`config.mk`:
```
export PLATFORM = sky130hd
export DESIGN_NAME = iir_biquad_direct_form1_core
export DESIGN_NICKNAME = d
export VERILOG_FILES = /design/src/hdl/biq_pkg.sv /design/src/hdl/biq_mac.sv /design/src/hdl/biq_div.sv /design/src/hdl/iir_biquad_direct_form1_core.sv
export SDC_FILE = /design/constraint.sdc
export NUM_CORES = 2
export LEC_CHECK = 0
export BUFFER_PORTS_ARGS = -buffer_cell sky130_fd_sc_hd__buf_2
export CORE_AREA = 8 8 340 243
export CTS_CLUSTER_SIZE = 10
export DETAILED_ROUTE_END_ITERATION = 8
export DIE_AREA = 0 0 348 251
export HOLD_SLACK_MARGIN = 0.05
export PLACE_DENSITY_LB_ADDON = 0.25
export SLEW_MARGIN = 20
export SYNTH_ARGS = -nofsm -noshare
export SYNTH_HDL_FRONTEND = slang
export SYNTH_SLANG_ARGS = --single-unit
```
`constraint.sdc`:
```
create_clock -name clk -period 20.7 [get_ports clk]
set_input_delay 4.14 -clock clk [delete_from_list [all_inputs] [get_ports clk]]
set_output_delay 4.14 -clock clk [all_outputs]
set_load 0.02 [all_outputs]
```
`src/hdl/biq_pkg.sv`:
```
// ----------------------------------------------------------------------------
// biq_pkg
// Shared types and constants for the direct-form-I biquad core: register
// indexes, sequencer step codes and the MAC control bundle.
// ----------------------------------------------------------------------------
package biq_pkg;

	localparam int CFG_IDX_W = 3;
	localparam int STEP_W    = 3;

	// configuration register indexes
	localparam logic [CFG_IDX_W-1:0] REG_B0 = 3'd0;
	localparam logic [CFG_IDX_W-1:0] REG_B1 = 3'd1;
	localparam logic [CFG_IDX_W-1:0] REG_B2 = 3'd2;
	localparam logic [CFG_IDX_W-1:0] REG_A0 = 3'd3;
	localparam logic [CFG_IDX_W-1:0] REG_A1 = 3'd4;
	localparam logic [CFG_IDX_W-1:0] REG_A2 = 3'd5;

	// MAC step codes, one product term each
	localparam logic [STEP_W-1:0] STEP_B0 = 3'd0;
	localparam logic [STEP_W-1:0] STEP_B1 = 3'd1;
	localparam logic [STEP_W-1:0] STEP_B2 = 3'd2;
	localparam logic [STEP_W-1:0] STEP_A1 = 3'd3;
	localparam logic [STEP_W-1:0] STEP_A2 = 3'd4;

	typedef struct packed {
		logic clear;
		logic vld;
		logic sub;
	} mac_ctl_t;

endpackage

```
`src/hdl/biq_mac.sv`:
```
// ----------------------------------------------------------------------------
// biq_mac
// Shared multiply-accumulate unit: one registered signed product per cycle,
// added to or subtracted from the accumulator on the following cycle.
// ----------------------------------------------------------------------------
module biq_mac
	import biq_pkg::*;
#(
	parameter int COEF_BITS   = 18,
	parameter int SAMPLE_BITS = 16,
	parameter int ACC_W       = 36
) (
	input  logic                          clk,
	input  logic                          arst_n,
	input  mac_ctl_t                      ctl,
	input  logic signed [COEF_BITS-1:0]   coef,
	input  logic signed [SAMPLE_BITS-1:0] data,
	output logic signed [ACC_W-1:0]       acc
);

	localparam int PROD_W = COEF_BITS + SAMPLE_BITS;

	logic signed [PROD_W-1:0] prod_s1;
	logic                     vld_s1;
	logic                     sub_s1;
	logic signed [ACC_W-1:0]  acc_q;
	logic signed [ACC_W-1:0]  prod_ext;

	always_ff @(posedge clk) begin
		prod_s1 <= coef * data;
	end

	assign prod_ext = ACC_W'(prod_s1);

	always_ff @(posedge clk or negedge arst_n) begin
		if (!arst_n) begin
			vld_s1 <= 1'b0;
			sub_s1 <= 1'b0;
			acc_q  <= '0;
		end else begin
			vld_s1 <= ctl.vld;
			sub_s1 <= ctl.sub;
			if (ctl.clear) begin
				acc_q <= '0;
			end else if (vld_s1) begin
				acc_q <= sub_s1 ? acc_q - prod_ext : acc_q + prod_ext;
			end
		end
	end

	assign acc = acc_q;

endmodule

```
`src/hdl/biq_div.sv`:
```
// ----------------------------------------------------------------------------
// biq_div
// Serial restoring divider: one quotient bit per cycle on magnitudes, with
// the quotient sign kept apart (truncation toward zero).
// ----------------------------------------------------------------------------
module biq_div #(
	parameter int ACC_W     = 36,
	parameter int COEF_BITS = 18
) (
	input  logic                        clk,
	input  logic                        arst_n,
	input  logic                        start,
	input  logic signed [ACC_W-1:0]     dividend,
	input  logic signed [COEF_BITS-1:0] divisor,
	output logic                        done,
	output logic [ACC_W-1:0]            quo_mag,
	output logic                        quo_neg
);

	localparam int CNT_W = $clog2(ACC_W + 1);

	logic [COEF_BITS-1:0] den_q;
	logic [COEF_BITS-1:0] rem_q;
	logic [ACC_W-1:0]     quo_q;
	logic                 neg_q;
	logic [CNT_W-1:0]     cnt_q;
	logic                 busy_q;
	logic                 done_q;
	logic [COEF_BITS:0]   rem_sh;
	logic [COEF_BITS+1:0] diff;

	assign rem_sh = {rem_q, quo_q[ACC_W-1]};
	assign diff   = {1'b0, rem_sh} - {2'b00, den_q};

	always_ff @(posedge clk or negedge arst_n) begin
		if (!arst_n) begin
			busy_q <= 1'b0;
			done_q <= 1'b0;
			cnt_q  <= '0;
		end else begin
			done_q <= busy_q && (cnt_q == CNT_W'(1));
			if (start) begin
				busy_q <= 1'b1;
				cnt_q  <= CNT_W'(ACC_W);
			end else if (busy_q) begin
				cnt_q <= cnt_q - CNT_W'(1);
				if (cnt_q == CNT_W'(1)) begin
					busy_q <= 1'b0;
				end
			end
		end
	end

	always_ff @(posedge clk) begin
		if (start) begin
			neg_q <= dividend[ACC_W-1] ^ divisor[COEF_BITS-1];
			quo_q <= dividend[ACC_W-1] ? ACC_W'(-dividend) : ACC_W'(dividend);
			den_q <= divisor[COEF_BITS-1] ? COEF_BITS'(-divisor) : COEF_BITS'(divisor);
			rem_q <= '0;
		end else if (busy_q) begin
			// keep the shifted remainder when the trial subtract goes negative
			rem_q <= diff[COEF_BITS+1] ? rem_sh[COEF_BITS-1:0] : diff[COEF_BITS-1:0];
			quo_q <= {quo_q[ACC_W-2:0], ~diff[COEF_BITS+1]};
		end
	end

	assign done    = done_q;
	assign quo_mag = quo_q;
	assign quo_neg = neg_q;

endmodule

```
`src/hdl/iir_biquad_direct_form1_core.sv`:
```
// ----------------------------------------------------------------------------
// iir_biquad_direct_form1_core
// Fixed-point direct-form-I biquad: y = (b0*x + b1*x1 + b2*x2 - a1*y1 - a2*y2)
// divided by a0 (1.0 when a0 is zero), truncated and saturated.
// ----------------------------------------------------------------------------
// Usage:
//   Input channel (in_valid/in_ready/sample_in) takes one sample per beat.
//   Output channel (out_valid/out_ready/sample_out/saturated) returns one
//   filtered sample per input beat, in order.
//   Config channel (cfg_valid/cfg_ready/cfg_index/cfg_data) writes the six
//   Q4.14 coefficients b0, b1, b2, a0, a1, a2 at indexes 0..5; other indexes
//   are dropped. cfg_ready is always high; write only while idle.
//   Each sample runs a sequence of steps: one MAC step per product term on a
//   single shared multiplier, a flush, a divider load, the serial division of
//   the (SAMPLE_BITS+COEF_FRAC_BITS+6)-bit dividend, the divider done flag and
//   the posting of the result. in_ready returns at the same clock edge that
//   posts the result, and is high only while the sequencer is idle, so a new
//   sample is not taken before the last one is through. A finished result
//   waits in the output register; the next sample is accepted meanwhile and
//   held at its final step until out_ready frees the register.
//   Reset clears coefficients and both histories to zero, so the output is
//   zero until coefficients are written.
// ----------------------------------------------------------------------------
module iir_biquad_direct_form1_core
	import biq_pkg::*;
#(
	parameter int FILTER_ORDER   = 2,
	parameter int SAMPLE_BITS    = 16,
	parameter int COEF_FRAC_BITS = 14
) (
	input  logic                               clk,
	input  logic                               arst_n,
	input  logic                               in_valid,
	output logic                               in_ready,
	input  logic signed [SAMPLE_BITS-1:0]      sample_in,
	output logic                               out_valid,
	input  logic                               out_ready,
	output logic signed [SAMPLE_BITS-1:0]      sample_out,
	output logic                               saturated,
	input  logic                               cfg_valid,
	output logic                               cfg_ready,
	input  logic [CFG_IDX_W-1:0]               cfg_index,
	input  logic signed [COEF_FRAC_BITS+3:0]   cfg_data
);

	localparam int COEF_BITS = COEF_FRAC_BITS + 4;
	localparam int ACC_W     = COEF_BITS + SAMPLE_BITS + 2;

	localparam logic [2:0] ST_IDLE   = 3'd0;
	localparam logic [2:0] ST_MAC    = 3'd1;
	localparam logic [2:0] ST_FLUSH  = 3'd2;
	localparam logic [2:0] ST_DSTART = 3'd3;
	localparam logic [2:0] ST_DIV    = 3'd4;
	localparam logic [2:0] ST_FIN    = 3'd5;

	localparam logic [STEP_W-1:0] STEP_LAST = (FILTER_ORDER >= 2) ? STEP_A2 : STEP_A1;

	localparam logic signed [COEF_BITS-1:0]   ONE      = COEF_BITS'(1 << COEF_FRAC_BITS);
	localparam logic [ACC_W-1:0]              MAG_POS  = ACC_W'((1 << (SAMPLE_BITS - 1)) - 1);
	localparam logic [ACC_W-1:0]              MAG_NEG  = ACC_W'(1 << (SAMPLE_BITS - 1));
	localparam logic signed [SAMPLE_BITS-1:0] SMAX     = {1'b0, {(SAMPLE_BITS-1){1'b1}}};
	localparam logic signed [SAMPLE_BITS-1:0] SMIN     = {1'b1, {(SAMPLE_BITS-1){1'b0}}};

	logic [2:0]                    state_q;
	logic [STEP_W-1:0]             step_q;
	logic signed [COEF_BITS-1:0]   b0_q, b1_q, b2_q, a0_q, a1_q, a2_q;
	logic signed [SAMPLE_BITS-1:0] x_q, x1_q, x2_q, y1_q, y2_q;
	logic                          out_valid_q;
	logic signed [SAMPLE_BITS-1:0] sample_q;
	logic                          sat_q;

	mac_ctl_t                      mac_ctl;
	logic signed [COEF_BITS-1:0]   mac_coef;
	logic signed [SAMPLE_BITS-1:0] mac_data;
	logic                          mac_sub;
	logic signed [ACC_W-1:0]       acc;
	logic signed [COEF_BITS-1:0]   divisor;
	logic                          div_done;
	logic [ACC_W-1:0]              quo_mag;
	logic                          quo_neg;
	logic                          in_fire;
	logic                          fin_fire;
	logic                          sat_now;
	logic signed [SAMPLE_BITS-1:0] y_now;

	assign in_ready  = (state_q == ST_IDLE);
	assign in_fire   = in_valid && in_ready;
	assign fin_fire  = (state_q == ST_FIN) && (!out_valid_q || out_ready);
	assign cfg_ready = 1'b1;

	// operand select for the current product term
	always_comb begin
		unique case (step_q)
			STEP_B0: begin
				mac_coef = b0_q;
				mac_data = x_q;
				mac_sub  = 1'b0;
			end
			STEP_B1: begin
				mac_coef = b1_q;
				mac_data = x1_q;
				mac_sub  = 1'b0;
			end
			STEP_B2: begin
				mac_coef = b2_q;
				mac_data = x2_q;
				mac_sub  = 1'b0;
			end
			STEP_A1: begin
				mac_coef = a1_q;
				mac_data = y1_q;
				mac_sub  = 1'b1;
			end
			STEP_A2: begin
				mac_coef = a2_q;
				mac_data = y2_q;
				mac_sub  = 1'b1;
			end
			default: begin
				mac_coef = '0;
				mac_data = '0;
				mac_sub  = 1'b0;
			end
		endcase
	end

	assign mac_ctl.clear = in_fire;
	assign mac_ctl.vld   = (state_q == ST_MAC);
	assign mac_ctl.sub   = mac_sub;

	biq_mac #(
		.COEF_BITS   (COEF_BITS),
		.SAMPLE_BITS (SAMPLE_BITS),
		.ACC_W       (ACC_W)
	) u_mac (
		.clk    (clk),
		.arst_n (arst_n),
		.ctl    (mac_ctl),
		.coef   (mac_coef),
		.data   (mac_data),
		.acc    (acc)
	);

	assign divisor = (a0_q == '0) ? ONE : a0_q;

	biq_div #(
		.ACC_W     (ACC_W),
		.COEF_BITS (COEF_BITS)
	) u_div (
		.clk      (clk),
		.arst_n   (arst_n),
		.start    (state_q == ST_DSTART),
		.dividend (acc),
		.divisor  (divisor),
		.done     (div_done),
		.quo_mag  (quo_mag),
		.quo_neg  (quo_neg)
	);

	// saturate on the magnitude, then restore the sign in sample width
	assign sat_now = quo_neg ? (quo_mag > MAG_NEG) : (quo_mag > MAG_POS);
	always_comb begin
		if (sat_now) begin
			y_now = quo_neg ? SMIN : SMAX;
		end else if (quo_neg) begin
			y_now = -quo_mag[SAMPLE_BITS-1:0];
		end else begin
			y_now = quo_mag[SAMPLE_BITS-1:0];
		end
	end

	always_ff @(posedge clk or negedge arst_n) begin
		if (!arst_n) begin
			b0_q <= '0;
			b1_q <= '0;
			b2_q <= '0;
			a0_q <= '0;
			a1_q <= '0;
			a2_q <= '0;
		end else if (cfg_valid && cfg_ready) begin
			unique case (cfg_index)
				REG_B0:  b0_q <= cfg_data;
				REG_B1:  b1_q <= cfg_data;
				REG_B2:  b2_q <= cfg_data;
				REG_A0:  a0_q <= cfg_data;
				REG_A1:  a1_q <= cfg_data;
				REG_A2:  a2_q <= cfg_data;
				default: ;
			endcase
		end
	end

	always_ff @(posedge clk or negedge arst_n) begin
		if (!arst_n) begin
			state_q <= ST_IDLE;
			step_q  <= STEP_B0;
		end else begin
			unique case (state_q)
				ST_IDLE: begin
					if (in_fire) begin
						state_q <= ST_MAC;
						step_q  <= STEP_B0;
					end
				end
				ST_MAC: begin
					if (step_q == STEP_LAST) begin
						state_q <= ST_FLUSH;
					end else if (FILTER_ORDER < 2 && step_q == STEP_B1) begin
						step_q <= STEP_A1;
					end else begin
						step_q <= step_q + STEP_W'(1);
					end
				end
				ST_FLUSH:  state_q <= ST_DSTART;
				ST_DSTART: state_q <= ST_DIV;
				ST_DIV: begin
					if (div_done) begin
						state_q <= ST_FIN;
					end
				end
				ST_FIN: begin
					if (fin_fire) begin
						state_q <= ST_IDLE;
					end
				end
				default: state_q <= ST_IDLE;
			endcase
		end
	end

	always_ff @(posedge clk) begin
		if (in_fire) begin
			x_q <= sample_in;
		end
	end

	// advance both histories when the result is posted
	always_ff @(posedge clk or negedge arst_n) begin
		if (!arst_n) begin
			x1_q <= '0;
			x2_q <= '0;
			y1_q <= '0;
			y2_q <= '0;
		end else if (fin_fire) begin
			x1_q <= x_q;
			x2_q <= x1_q;
			y1_q <= y_now;
			y2_q <= y1_q;
		end
	end

	always_ff @(posedge clk or negedge arst_n) begin
		if (!arst_n) begin
			out_valid_q <= 1'b0;
		end else if (fin_fire) begin
			out_valid_q <= 1'b1;
		end else if (out_ready) begin
			out_valid_q <= 1'b0;
		end
	end

	always_ff @(posedge clk) begin
		if (fin_fire) begin
			sample_q <= y_now;
			sat_q    <= sat_now;
		end
	end

	assign out_valid  = out_valid_q;
	assign sample_out = sample_q;
	assign saturated  = sat_q;

	a_post_from_fin: assert property (@(posedge clk) disable iff (!arst_n)
		$rose(out_valid_q) |-> $past(state_q == ST_FIN))
		else $error("output beat posted outside the finish step");

	a_sat_value: assert property (@(posedge clk) disable iff (!arst_n)
		(out_valid_q && sat_q) |-> (sample_q == SMAX || sample_q == SMIN))
		else $error("saturated beat carries a value inside the range");

	a_div_done_state: assert property (@(posedge clk) disable iff (!arst_n)
		div_done |-> (state_q == ST_DIV))
		else $error("divider finished outside the divide step");

	a_hist_hold: assert property (@(posedge clk) disable iff (!arst_n)
		!fin_fire |=> ($stable(y1_q) && $stable(x1_q)))
		else $error("history moved without a posted result");

endmodule

```
==> results.py <==
metrics = {
    "status": {
        "outcome": "completed",
    },
    "yosys": {
        "postSynthAreaPerCell_um2": 9.84,
        "synth-edff-count": 88,
        "synth_top_cell_by_area": "fa_1",
        "yosys-top-cells-count": "inv_1 (430), fa_1 (293), nor2_1 (289)",
        "asyncSetResetFlopFracSynth_pct": 61.6,
        "ys_types": 84,
        "yosysMostFrequentCell": "inv_1",
        "synth-main-ff-cell": "dfrtp_1",
        "postSynthCellCount": 3030,
        "syn_area_um2": 29800,
        "synth.yosys.seq_area_share_pct": 31.2,
        "postSynthRegisterBits": 365,
        "synthDominantCellAreaShare_pct": 19.7,
        "yosys_warnings": 0,
        "synth.area.top_cells": "fa_1 (20%), dfrtp_1 (19%), edfxtp_1 (8.9%)",
        "synth.net_count": 3514,
    },
    "critical_path": {
        "cp_data_arrival_time_ps": 9740,
        "max_stage_delay_ps": 760,
        "timing.critical_path.slowest_stage_cell": "and2_1",
        "worst-r2r-setup-slack_ps": 11420,
        "critical_path.reg2reg.endpoint": "u_mac.prod_s1[32]",
        "regToRegStartpoint": "step_q[0]",
        "required_ps": 21160,
        "critical_path.n_buffers_inverters": 6,
        "worst_path_dominant_cell_family": "adder cells",
        "timing.setup.critical_path_class": "flip-flop to flip-flop",
        "cp_common_cell": "fa_1",
        "end_kind": "flip-flop",
        "worst-path-max-fanout": 32,
        "startpoint_type": "flip-flop",
        "worstRegToRegCells": 28,
    },
    "clock_network": {
        "holdBufCountCts": 0,
        "numClockSinks": 365,
        "htreeDepth": 2,
        "max-clock-path-buffers": 3,
        "clock_insertion_delay_worst_skew_ps": 570,
        "cts_tree": "yes",
        "cts_inserted_buffers": 43,
        "post_cts_buffers": 0,
        "clkTransAtPathRegs_ps": 60,
        "clock-root-buffer": "clkbuf_16",
        "post_cts.resized_instances": 0,
    },
    "route": {
        "post_drt_wl_per_cell_um": 19.5,
        "wl_met2_mm": 30.7,
        "vias": 21400,
        "met3_wirelength_mm": 7.06,
        "drt_drc_violations_left": 0,
        "detail-route-antenna-nets": 0,
        "highest_layer": "met5",
        "initialDrtViolationCount": 1840,
        "wl_final_mm": 80.4,
        "post_drt_via_cell_ratio": 5.21,
        "wl_met1_mm": 40.9,
        "detail_route.first_pass.iterations": 7,
    },
    "sta": {
        "timing.slew.headroom_pct": 25.7,
        "layout_worst_path_cycle_share_pct": 44.8,
        "slew_violations": 0,
        "timing_worst_slew_pin_value_ps": 1100,
        "worst_clock_skew_ps": 26.1,
        "totalNegativeSetupSlack_ps": 0,
        "final_hold_viol_count": 0,
        "period_minus_slack_ps": 9280,
        "fmaxAchievable_mhz": 108,
        "grt_setup_unrepaired": "no",
        "setup_violations": 0,
        "min_hold_slack_ps": 488,
    },
    "die": {
        "core_um2": 77600,
        "fp.dieW_um": 348,
        "floorplan.rows": 86,
        "fp.dieArea_um2": 87300,
        "i_o_pins": 62,
        "die-height_um": 251,
        "initial_utilization_pct": 38.4,
    },
    "global_routing": {
        "global_route.overflow_total": 0,
        "grt_pass1_vias": 21400,
        "grt_max_degree": 101,
        "grt_antenna_before_repair": 1,
        "groute.usage.overall_pct": 18.6,
        "grt_pass1_wl_mm": 129,
    },
    "layout": {
        "final_net_count": 3516,
        "layout.filler_cells": 7544,
        "register_area_um2": 9320,
        "layout.cells.non_filler": 4117,
        "area.growth.synth_to_final_pct": 8.82,
        "antenna-diode-count": 0,
        "drive_above_1_share_pct": 11.7,
        "multi_input_area_um2": 18400,
    },
    "min_path": {
        "holdPathStages": 0,
        "classification_of_the_worst_slack_hold_path": "flip-flop to flip-flop",
        "holdCritStartpoint": "a0_q[0]",
        "min_delay_worst_endpoint": "u_div.den_q[0]",
    },
    "job": {
        "maxCapViolations": 0,
    },
    "placed_design": {
        "dpl.hpwl_mm": 62.1,
        "placement.io_buffers": 60,
        "place.gp.congestion": 0.898,
        "placed_cells": 4043,
    },
}
[registers in the layout, indices dropped and copies added (netlist names), 18 cells and up]
register and count:
b1_q 18, a1_q 18, u_div.quo_mag 36, u_div.rem_q 18, a0_q 18, u_mac.acc 36, u_div.den_q 18, a2_q 18
b0_q 18, u_mac.prod_s1 34, b2_q 18
[through the flow]
step / worst slack [ps] / cell area [um^2] / util, %
2_1_floorplan: 12330 / 29800 / -
3_3_place_gp: 11670 / 31200 / 40.2
3_5_place_dp: 11540 / 31200 / 40.2
4_1_cts: 11460 / 32400 / 41.8
5_1_grt: 10850 / 32400 / 41.8
6_report: 11420 / 32400 / 41.8
[worst max-delay path by stage]
stage,from,endpoint,slack (ps),cells after the start
floorplan,step_q[2],u_mac.prod_s1[32],12330,33
global placement,step_q[0],u_mac.prod_s1[28],11670,28
detailed placement,step_q[0],u_mac.prod_s1[32],11540,28
CTS,step_q[0],u_mac.prod_s1[32],11460,28
global route,step_q[0],u_mac.prod_s1[32],10850,28
finish,step_q[0],u_mac.prod_s1[32],11420,28
[cell type report]
cell class | instances | area share [%]
well taps | 1056 | 4.07
multi-input cells | 2103 | 56.7
inverters | 430 | 4.97
clock inverters | 4 | 0.208
repair buffers | 89 | 1.63
flip-flops and latches | 365 | 28.7
clock buffers | 70 | 3.69
[layer usage]
metal | track usage (%) | up-vias
met5 | 0 | -
met4 | 3.53 | 2
met3 | 5.11 | 105
met2 | 24.6 | 655
met1 | 29.8 | 10600
li1 | - | 10100
[kinds of logic after synthesis]
kind of cell               synth area share (%)
muxes                                      7.59
DFF                                        31.2
buffers and inverters                      7.23
AOI/OAI and AO/OA                          11.3
and+or+nand+nor                            11.9
adders and majority gates                  25.9
xor gates and xnor gates                   4.76
other                                    0.0126
[cells in the final DEF, fill, tap and decap left out, drive strengths merged, types with 30 or more instances in the layout]
cell / netlist / final
buf: 14 / 89
xor2: 66 / 66
fa: 293 / 293
a222oi: 30 / 30
o21ai: 167 / 167
a21oi: 109 / 109
xnor2: 96 / 96
inv: 430 / 430
a22oi: 35 / 35
dfrtp: 225 / 225
nand2b: 31 / 31
dfxtp: 52 / 52
clkbuf: 116 / 70
nor3: 31 / 31
mux2: 177 / 177
ha: 149 / 149
o21a: 41 / 41
edfxtp: 88 / 88
a21o: 31 / 31
nor2: 289 / 289
nand2: 259 / 259
Power is not shown: default switching activity piles up to over one toggle a cycle in this logic, so the estimate is an artifact.
